[src/rtl/spq_pkg.sv]
// ----------------------------------------------------------------------------
// Sorted priority queue package
// Shared codes, field widths and the per-cycle control word of the cell chain.
// ----------------------------------------------------------------------------
`default_nettype none

package spq_pkg;

    localparam int ACTION_W  = 2;
    localparam int STATUS_W  = 2;
    localparam int CAP_W     = 5;

    localparam logic [CAP_W-1:0] CAP_RESET = CAP_W'(16);

    localparam logic [ACTION_W-1:0] ACT_INSERT = 2'd0;
    localparam logic [ACTION_W-1:0] ACT_REMOVE = 2'd1;
    localparam logic [ACTION_W-1:0] ACT_PEEK   = 2'd2;

    localparam logic [STATUS_W-1:0] STATUS_OK    = 2'd0;
    localparam logic [STATUS_W-1:0] STATUS_FULL  = 2'd1;
    localparam logic [STATUS_W-1:0] STATUS_EMPTY = 2'd2;

    typedef struct packed {
        logic insert;
        logic remove;
    } t_cell_ctrl;

endpackage

`default_nettype wire

[src/rtl/spq_cell.sv]
// ----------------------------------------------------------------------------
// Sorted priority queue cell
// Holds one stored value; on insert it keeps, takes the new value or takes its
// upper neighbor's value, and on remove it takes its lower neighbor's value.
// ----------------------------------------------------------------------------
`default_nettype none

module spq_cell #(
    parameter int VALUE_WIDTH = 32
) (
    input  wire                           i_clk,
    input  spq_pkg::t_cell_ctrl           i_ctrl,
    input  wire signed [VALUE_WIDTH-1:0]  i_item,
    input  wire                           i_occupied,
    input  wire                           i_prev_go,
    input  wire signed [VALUE_WIDTH-1:0]  i_prev_value,
    input  wire signed [VALUE_WIDTH-1:0]  i_next_value,
    output logic                          o_go,
    output logic signed [VALUE_WIDTH-1:0] o_value
);
    import spq_pkg::*;

    logic signed [VALUE_WIDTH-1:0] r_value;
    logic signed [VALUE_WIDTH-1:0] n_value;

    // A new value goes ahead of every stored value it does not exceed, so the
    // newest of equal values sits nearest the head.
    assign o_go    = !i_occupied || (i_item <= r_value);
    assign o_value = r_value;

    always_comb begin
        n_value = r_value;
        if (i_ctrl.insert && o_go) begin
            n_value = i_prev_go ? i_prev_value : i_item;
        end else if (i_ctrl.remove) begin
            n_value = i_next_value;
        end
    end

    always_ff @(posedge i_clk) begin
        r_value <= n_value;
    end

endmodule

`default_nettype wire

[src/rtl/sorted_priority_queue_unit.sv]
// ----------------------------------------------------------------------------
// Sorted priority queue unit
// Min-priority queue built as a chain of cells kept in ascending order.
// ----------------------------------------------------------------------------
// A request is taken at a rising edge where start is high and busy is low;
// action selects insert, remove-minimum or peek-minimum. busy stays low, so a
// new request may be issued in every cycle.
// Each request gives one result on the cycle after it is taken, marked by
// o_result_valid for exactly one cycle: the removed or peeked minimum, a
// status, the count after the request and the empty and full flags. The
// receiver cannot stall; a result not taken in that cycle is gone.
// Throughput is one request per cycle: every cell of the chain compares its
// value with the new one and shifts in the same cycle.
// The capacity register is written through the configuration channel, which
// is always ready; values above DEPTH act as DEPTH.
// Reset empties the queue and sets capacity to 16. Stored values are not
// cleared; only slots below the count are ever read.
// ----------------------------------------------------------------------------
`default_nettype none

module sorted_priority_queue_unit #(
    parameter  int DEPTH       = 16,
    parameter  int VALUE_WIDTH = 32,
    localparam int CNT_W       = $clog2(DEPTH + 1)
) (
    input  wire                                  i_clk,
    input  wire                                  i_rst_n,
    input  wire                                  start,
    output logic                                 busy,
    input  wire  [spq_pkg::ACTION_W-1:0]         i_action,
    input  wire  signed [VALUE_WIDTH-1:0]        i_item_value,
    input  wire                                  i_cfg_valid,
    output logic                                 o_cfg_ready,
    input  wire  [spq_pkg::CAP_W-1:0]            i_cfg_capacity,
    output logic                                 o_result_valid,
    output logic signed [VALUE_WIDTH-1:0]        o_min_value,
    output logic [spq_pkg::STATUS_W-1:0]         o_status,
    output logic [CNT_W-1:0]                     o_count,
    output logic                                 o_is_empty,
    output logic                                 o_is_full
);
    import spq_pkg::*;

    localparam int LW = (CNT_W > CAP_W) ? CNT_W : CAP_W;

    logic [CAP_W-1:0]              r_capacity;
    logic [CNT_W-1:0]              r_occupancy;
    logic [CNT_W-1:0]              n_occupancy;
    logic                          r_result_valid;
    logic signed [VALUE_WIDTH-1:0] r_min_value;
    logic signed [VALUE_WIDTH-1:0] n_min_value;
    logic [STATUS_W-1:0]           r_status;
    logic [STATUS_W-1:0]           n_status;
    logic                          r_is_full;

    logic                          accept;
    logic                          cur_full;
    logic                          next_full;
    t_cell_ctrl                    ctrl;

    logic                          w_go    [DEPTH];
    logic signed [VALUE_WIDTH-1:0] w_value [DEPTH];

    assign busy        = 1'b0;
    assign o_cfg_ready = 1'b1;
    assign accept      = start && !busy;

    assign cur_full  = (r_occupancy >= CNT_W'(DEPTH)) ||
                       (LW'(r_occupancy) >= LW'(r_capacity));
    assign next_full = (n_occupancy >= CNT_W'(DEPTH)) ||
                       (LW'(n_occupancy) >= LW'(r_capacity));

    always_comb begin
        n_occupancy = r_occupancy;
        n_min_value = '0;
        n_status    = STATUS_OK;
        ctrl        = '0;
        if (accept) begin
            unique case (i_action)
                ACT_INSERT: begin
                    if (cur_full) begin
                        n_status = STATUS_FULL;
                    end else begin
                        ctrl.insert = 1'b1;
                        n_occupancy = r_occupancy + CNT_W'(1);
                    end
                end
                ACT_REMOVE, ACT_PEEK: begin
                    if (r_occupancy == '0) begin
                        n_status = STATUS_EMPTY;
                    end else begin
                        n_min_value = w_value[0];
                        if (i_action == ACT_REMOVE) begin
                            ctrl.remove = 1'b1;
                            n_occupancy = r_occupancy - CNT_W'(1);
                        end
                    end
                end
                default: begin
                end
            endcase
        end
    end

    genvar g;
    generate
        for (g = 0; g < DEPTH; g++) begin : g_cell
            logic                          prev_go;
            logic signed [VALUE_WIDTH-1:0] prev_value;
            logic signed [VALUE_WIDTH-1:0] next_value;

            if (g == 0) begin : g_head
                assign prev_go    = 1'b0;
                assign prev_value = i_item_value;
            end else begin : g_body
                assign prev_go    = w_go[g-1];
                assign prev_value = w_value[g-1];
            end

            if (g == DEPTH - 1) begin : g_tail
                assign next_value = w_value[g];
            end else begin : g_link
                assign next_value = w_value[g+1];
            end

            spq_cell #(
                .VALUE_WIDTH (VALUE_WIDTH)
            ) u_cell (
                .i_clk        (i_clk),
                .i_ctrl       (ctrl),
                .i_item       (i_item_value),
                .i_occupied   (r_occupancy > CNT_W'(g)),
                .i_prev_go    (prev_go),
                .i_prev_value (prev_value),
                .i_next_value (next_value),
                .o_go         (w_go[g]),
                .o_value      (w_value[g])
            );
        end
    endgenerate

    always_ff @(posedge i_clk) begin
        if (!i_rst_n) begin
            r_capacity     <= CAP_RESET;
            r_occupancy    <= '0;
            r_result_valid <= 1'b0;
        end else begin
            if (i_cfg_valid && o_cfg_ready) begin
                r_capacity <= i_cfg_capacity;
            end
            r_occupancy    <= n_occupancy;
            r_result_valid <= accept;
        end
    end

    always_ff @(posedge i_clk) begin
        r_min_value <= n_min_value;
        r_status    <= n_status;
        r_is_full   <= next_full;
    end

    assign o_result_valid = r_result_valid;
    assign o_min_value    = r_min_value;
    assign o_status       = r_status;
    assign o_count        = r_occupancy;
    assign o_is_empty     = (r_occupancy == '0);
    assign o_is_full      = r_is_full;

    a_occ_bound: assert property (@(posedge i_clk) disable iff (!i_rst_n)
        r_occupancy <= CNT_W'(DEPTH))
        else $error("occupancy exceeds depth");

    a_result_follows: assert property (@(posedge i_clk) disable iff (!i_rst_n)
        accept |=> o_result_valid)
        else $error("accepted request gave no result");

    a_no_stray_result: assert property (@(posedge i_clk) disable iff (!i_rst_n)
        !accept |=> !o_result_valid)
        else $error("result without a request");

    a_error_zero: assert property (@(posedge i_clk) disable iff (!i_rst_n)
        (o_result_valid && o_status != STATUS_OK) |-> (o_min_value == '0))
        else $error("error result carries a value");

    a_refused_holds: assert property (@(posedge i_clk) disable iff (!i_rst_n)
        (accept && i_action == ACT_INSERT && cur_full) |=> $stable(r_occupancy))
        else $error("refused insert changed the count");

endmodule

`default_nettype wire
[config.mk]
export PLATFORM = sky130hd
export DESIGN_NAME = sorted_priority_queue_unit
export DESIGN_NICKNAME = d
export VERILOG_FILES = /design/src/rtl/spq_pkg.sv /design/src/rtl/spq_cell.sv /design/src/rtl/sorted_priority_queue_unit.sv
export SDC_FILE = /design/constraint.sdc
export NUM_CORES = 2
export LEC_CHECK = 0
export ABC_CLOCK_PERIOD_IN_PS = 10900
export BUFFER_PORTS_ARGS = -buffer_cell sky130_fd_sc_hd__clkbuf_2
export CAP_MARGIN = 15
export CORE_ASPECT_RATIO = 1.1
export CORE_UTILIZATION = 55
export CTS_BUF_LIST = sky130_fd_sc_hd__clkbuf_4
export DETAILED_ROUTE_END_ITERATION = 10
export PLACE_DENSITY = 0.7
export SLEW_MARGIN = 20
export SYNTH_ARGS = -nofsm -noshare
export SYNTH_HDL_FRONTEND = slang
export SYNTH_SLANG_ARGS = --single-unit
export TNS_END_PERCENT = 30
[constraint.sdc]
create_clock -name i_clk -period 10.9 [get_ports i_clk]
set_clock_uncertainty 0.15 [all_clocks]
set_input_delay 1.635 -clock i_clk [delete_from_list [all_inputs] [get_ports i_clk]]
set_output_delay 1.635 -clock i_clk [all_outputs]
set_load 0.01 [all_outputs]
== Word-level counts from Yosys, hierarchy flattened ==
Index checks and enable logic that the tools add are counted.
Word-level totals
  register bits: 558
  bits in latches: 0
  RAM bits: 0
  bits in read-only memories: 0
  input port bits: 43
  output and inout bits: 44
  word-level logic and storage cells: 192
  memories kept: 0
Operators by class
  add/sub/neg operators: 2
  multiply operators: 0
  divide/modulo/power cells: 0
  order comparisons: 36
  equal/unequal tests: 2
  shifts and indexed selects: 0
  mux-type cells: 59
  bitwise gates (word level): 2
  reduce and logical (&&, ||, !) cells: 69
Operators by type and width (count)
  $mux W32: 45
  $le A32 B32 Y1: 16
  $gt A5 B4 Y1 const B: 8
  $reduce_bool A2 Y1: 15
  $gt A5 B3 Y1 const B: 4
  $mux W5: 4
  $logic_or A1 B1 Y1: 18
  $logic_and A1 B1 Y1: 16
  $logic_not A1 Y1: 16
  $ge A5 B5 Y1: 2
  $ge A5 B5 Y1 const B: 2
  $gt A5 B1 Y1 const B: 2
  $gt A5 B2 Y1 const B: 2
  $pmux W5 S2: 1
  $mux W1: 6
  $add A5 B1 Y5 const B: 1
  $logic_not A5 Y1: 1
  $sub A5 B1 Y5 const B: 1
  $mux W2: 2
  $pmux W2 S2: 1
  $reduce_or A3 Y1: 1
  $eq A2 B1 Y1 const B: 1
  $eq A2 B2 Y1 const B: 1
  $logic_not A2 Y1: 1
  2 further kinds: 3

== Logic depth before layout (Yosys ltp) ==
  depth in word-level cells: 7
  gate-level depth with buffers: 18
  mapped depth without buffers: 17

== By module ==
A second synthesis with hierarchy kept.
Unflattened totals
  cells, all modules: 3854
  area, all modules: 45035.7 µm²
By module, submodules not included
  spq_cell: instances 16, cells an instance 226, area each 2673.8 µm², sequential area each 960.9 µm²
  sorted_priority_queue_unit: instances 1, cells an instance 238, area each 2254.7 µm², sequential area each 920.9 µm²

== Worst setup path after synthesis ==
OpenSTA, ideal clock, no wires.
  kind: in2reg
  from: in i_item_value[0]
  to: reg g_cell[9].u_cell.r_value[0], enable pin
  setup time: 0.466 ns
  arrival time: 6.214 ns
  data required time: 10.284 ns
  path slack: 4.071 ns
  stages: 12
  path buffers: 3
  path through: clkbuf_1 > inv_1 > ha_1 > nor2b_1 > o211ai_1 > a2111o_1 > o211ai_1 > a31o_2 > mux2_2 > buf_2 > buf_2 > o21ai_0
Between the ends
  cells in the longest elaborated chain, start to end: 4
Ends and longest elaborated chain
  start: declaration: RTL line sorted_priority_queue_unit.sv:31  | input wire signed [VALUE_WIDTH-1:0] i_item_value,
  $le A32 B32 Y1: RTL line spq_cell.sv:28  | assign o_go = !i_occupied || (i_item <= r_value);
  $logic_or A1 B1 Y1: RTL line spq_cell.sv:28
  $logic_and A1 B1 Y1: RTL line spq_cell.sv:33  | if (i_ctrl.insert && o_go) begin
  $reduce_bool A2 Y1 (no line)
  end signal: assignment: RTL line spq_cell.sv:41  | r_value <= n_value;
  end: declaration: RTL line spq_cell.sv:23  | logic signed [VALUE_WIDTH-1:0] r_value;
No other way between the ends.
A chain may end at the register's enable or synchronous reset.

== Final worst setup path ==
  from: in i_item_value[4]
  to: reg g_cell[5].u_cell.r_value[28], enable pin
Between the ends
  cells in the longest elaborated chain, start to end: 4
Ends and longest elaborated chain (RTL line)
  $le A32 B32 Y1: spq_cell.sv:28
  $logic_or A1 B1 Y1: spq_cell.sv:28
  $logic_and A1 B1 Y1: spq_cell.sv:33
  $reduce_bool A2 Y1 (no line)
  end signal: assignment: spq_cell.sv:41
  end: declaration: spq_cell.sv:23
No other way between the ends.

==> flow_summary_export.csv <==
group,metric,value,unit
route,ant_nets,0,
route,via_per_inst,6.06,
status,status,"complete, no violations",
route,drtPass1Iterations,7,
worst_setup_path,setup.worst_path.start_class,"input pin",
synth,yosysWarnings,0,
sta,slew_headroom,0.167,
synth,ys_top_cells_by_area,"edfxtp_1 (37%), mux2i_1 (16%), ha_1 (16%)",
floorplan,die_h,289,um
clock_tree,clkSlewWorstSetupHoldPaths,0.06,ns
power,ir_drop,0.0000775,V
floorplan,design.core.area,73500,um^2
synth,synth_xor_area_frac,0.000640,
sta,hold_viol,0,
synth,muxShareOfSynthArea,0.184,
worst_setup_path,crit_path_end_kind,"flip-flop",
synth,seq_area_frac_synth,0.397,
sta,fin_crit,6.58,ns
sta,fin_hold_ws,0.372,ns
place,portBuffers,84,
place,gp_congestion,0.907,
synth,synth_top_area_cell,"edfxtp_1",
sta,worstMarginPinSlew,1.22,ns
place,dp.cells,4935,
hold_path,min_to,"r_capacity[3]",
global_route,grt_pass1_vias,31800,
route,drc,0,
power,finalPower,5.45,mW
synth,syn_area_per_cell,10.3,um^2
hold_path,hold_start,"r_capacity[3]",
clock_tree,cts_resized,0,
clock_tree,clk_latency,1.07,ns
hold_path,min_path_type,"reg2reg",
global_route,grt_max_degree,66,
route,vias,31600,
route,drt_first_iter_violations,2359,
floorplan,die_area,75800,um^2
hold_path,hold_depth,2,
clock_tree,tritoncts,"done",
clock_tree,h-tree-depth,4,
layout,drive_gt1_frac,0.123,
worst_setup_path,required,11.46,ns
route,detail_route.wl_per_cell,20.9,um
worst_setup_path,regToRegEndpoint,"g_cell[5].u_cell.o_value[28]",
route,wl,109000,um
worst_setup_path,cp.arrival,7.14,ns
synth,yosysUniqueCellTypes,67,
layout,syn2layout_area_growth,8.79,%
layout,nets,4717,
synth,synthArstFlopShare,0,
synth,syn_inst,4003,
clock_tree,cts_root_buf,"clkbuf_4",
global_route,grt-ovfl-total,0,
job,maxCapViolCount,0,
worst_setup_path,rr_startpoint,"g_cell[5].u_cell.o_value[14]",
sta,clock.fmax,152,MHz
sta,fin_setup_tns,0,ns
sta,slew_viol_final,0,
synth,synth_most_common_cell,"mux2i_1",
power,power.density,122,nW/um^2
global_route,grt_first_pass_wirelength,173000,um
synth,ys_ff_latch,558,
sta,finalCritPeriodShare,0.604,
global_route,grt_use_total,0.287,
synth,syn_area,41100,um^2
floorplan,num_io_pins,87,
synth,synth_compound_area_frac,0.0979,
synth,synth_edf_count,512,
synth,synth_ff_type,"edfxtp_1",
sta,rsz0062_at_grt,"false",
synth,synth_fa_ha_area_frac,0.161,
place,hpwlAfterDp,80100,um
clock_tree,clockBufferDepth,3,
sta,setup_violations,0,
worst_setup_path,r2r_cells,11,
floorplan,die_w,263,um
synth,synthTopCellsByCount,"mux2i_1 (663), inv_1 (532), ha_1 (530)",
power,cellLeakagePower,22.4,nW
synth,synth-simple-area-share,0.0892,
clock_tree,numCtsBuffers,160,
synth,synth_top_family_by_area,"multiplexers",
global_route,antenna_found_initial,1,
worst_setup_path,reg2reg_slack,4.93,ns
clock_tree,hold_buffers,0,
floorplan,start_util,0.559,
floorplan,fp-row-count,104,
synth,synth_nets,4576,
clock_tree,cts.sinks,558,
layout,fin_cells,5221,
clock_tree,postCtsSetupBuffers,0,
synth,synth.top_cell.area_share,0.374,
worst_setup_path,critPathKind,"in2reg",
worst_setup_path,critPathMaxFanout,33,
report_power, final:
part	switching, mW	total, mW	internal (mW)
sequential	0.0562	2.50	2.45
clock	0.984	2.11	1.12
combinational	0.533	0.844	0.310
total	1.57	5.45	3.88
layer usage:
| layer | wire length (um) | GRT usage | vias up |
|---|---|---|---|
| met1 | 49100 | 0.386 | 15500 |
| met5 | 0 | 0 | - |
| met4 | 2290 | 0.0913 | 0 |
| li1 | - | - | 15000 |
| met2 | 51300 | 0.472 | 983 |
| met3 | 6530 | 0.0521 | 180 |
through the flow:
stage | util | area (um^2) | setup WS (ns)
5_1_grt | 0.608 | 44700 | 4.11
2_1_floorplan | - | 41100 | 4.07
3_3_place_gp | 0.579 | 42500 | 3.45
4_1_cts | 0.608 | 44700 | 4.54
6_report | 0.608 | 44700 | 4.32
3_5_place_dp | 0.579 | 42500 | 3.45
cell families (layout without fill, tap and decap cells):
logic type                 count (synthesis)  after routing
and+or+nand+nor                          756            756
muxes                                    746            746
buffers and inverters                    716            979
AOI/OAI and AO/OA                        692            692
DFF                                      558            558
adders and majority gates                530            530
xor gates and xnor gates                   3              3
other                                      2              3
registers in the layout (all words and copies together), names as in the netlist:
register	flops
g_cell.u_cell.o_value	512
o_count	5
o_is_full	1
o_min_value	32
o_result_valid	1
o_status	2
r_capacity	5
critical path: stages:
cell      delay [ns]
clkbuf_2        0.32
buf_4           0.33
ha_1            0.29
nand2_1         0.05
nor4b_1         0.74
a21bo_2         0.30
o211ai_1        0.16
a21oi_1         0.13
mux2_2          1.00
nand2_2         0.86
nand2_1         0.92
buf_4           0.38
worst max path at each step:
stage	from	to	cells past startpoint
finish	i_item_value[4]	g_cell[5].u_cell.o_value[28]	12
global route	i_item_value[6]	g_cell[5].u_cell.o_value[28]	12
CTS	i_item_value[4]	g_cell[5].u_cell.o_value[28]	12
detailed placement	i_item_value[4]	g_cell[5].u_cell.o_value[25]	12
global placement	i_item_value[6]	g_cell[5].u_cell.o_value[24]	12
floorplan	i_item_value[0]	g_cell[9].u_cell.o_value[0]	12
layout by cell type, fill, tap and decap left out, types with 82 or more instances in the layout:
cell type,synthesis,final
a21oi_1,293,292
clkbuf_2,0,84
clkbuf_4,0,226
edfxtp_1,512,512
ha_1,530,530
inv_1,532,532
mux2_2,82,82
mux2i_1,663,662
nand2_1,254,248
nand3_1,88,88
nand4_1,102,102
nor2_1,138,137
o21ai_0,194,192
cell type report:
cell class,instances,area [um^2]
Clock buffer,226,1700
Clock inverter,58,424
Inverter,533,2000
Antenna cell,1,2.50
Tap cell,954,1190
Multi-Input combinational cell,2729,22100
Sequential cell,558,16300
Timing Repair Buffer,162,1010
Fill cell,6178,28800
No activity file was read; power rests on OpenSTA's default activity.
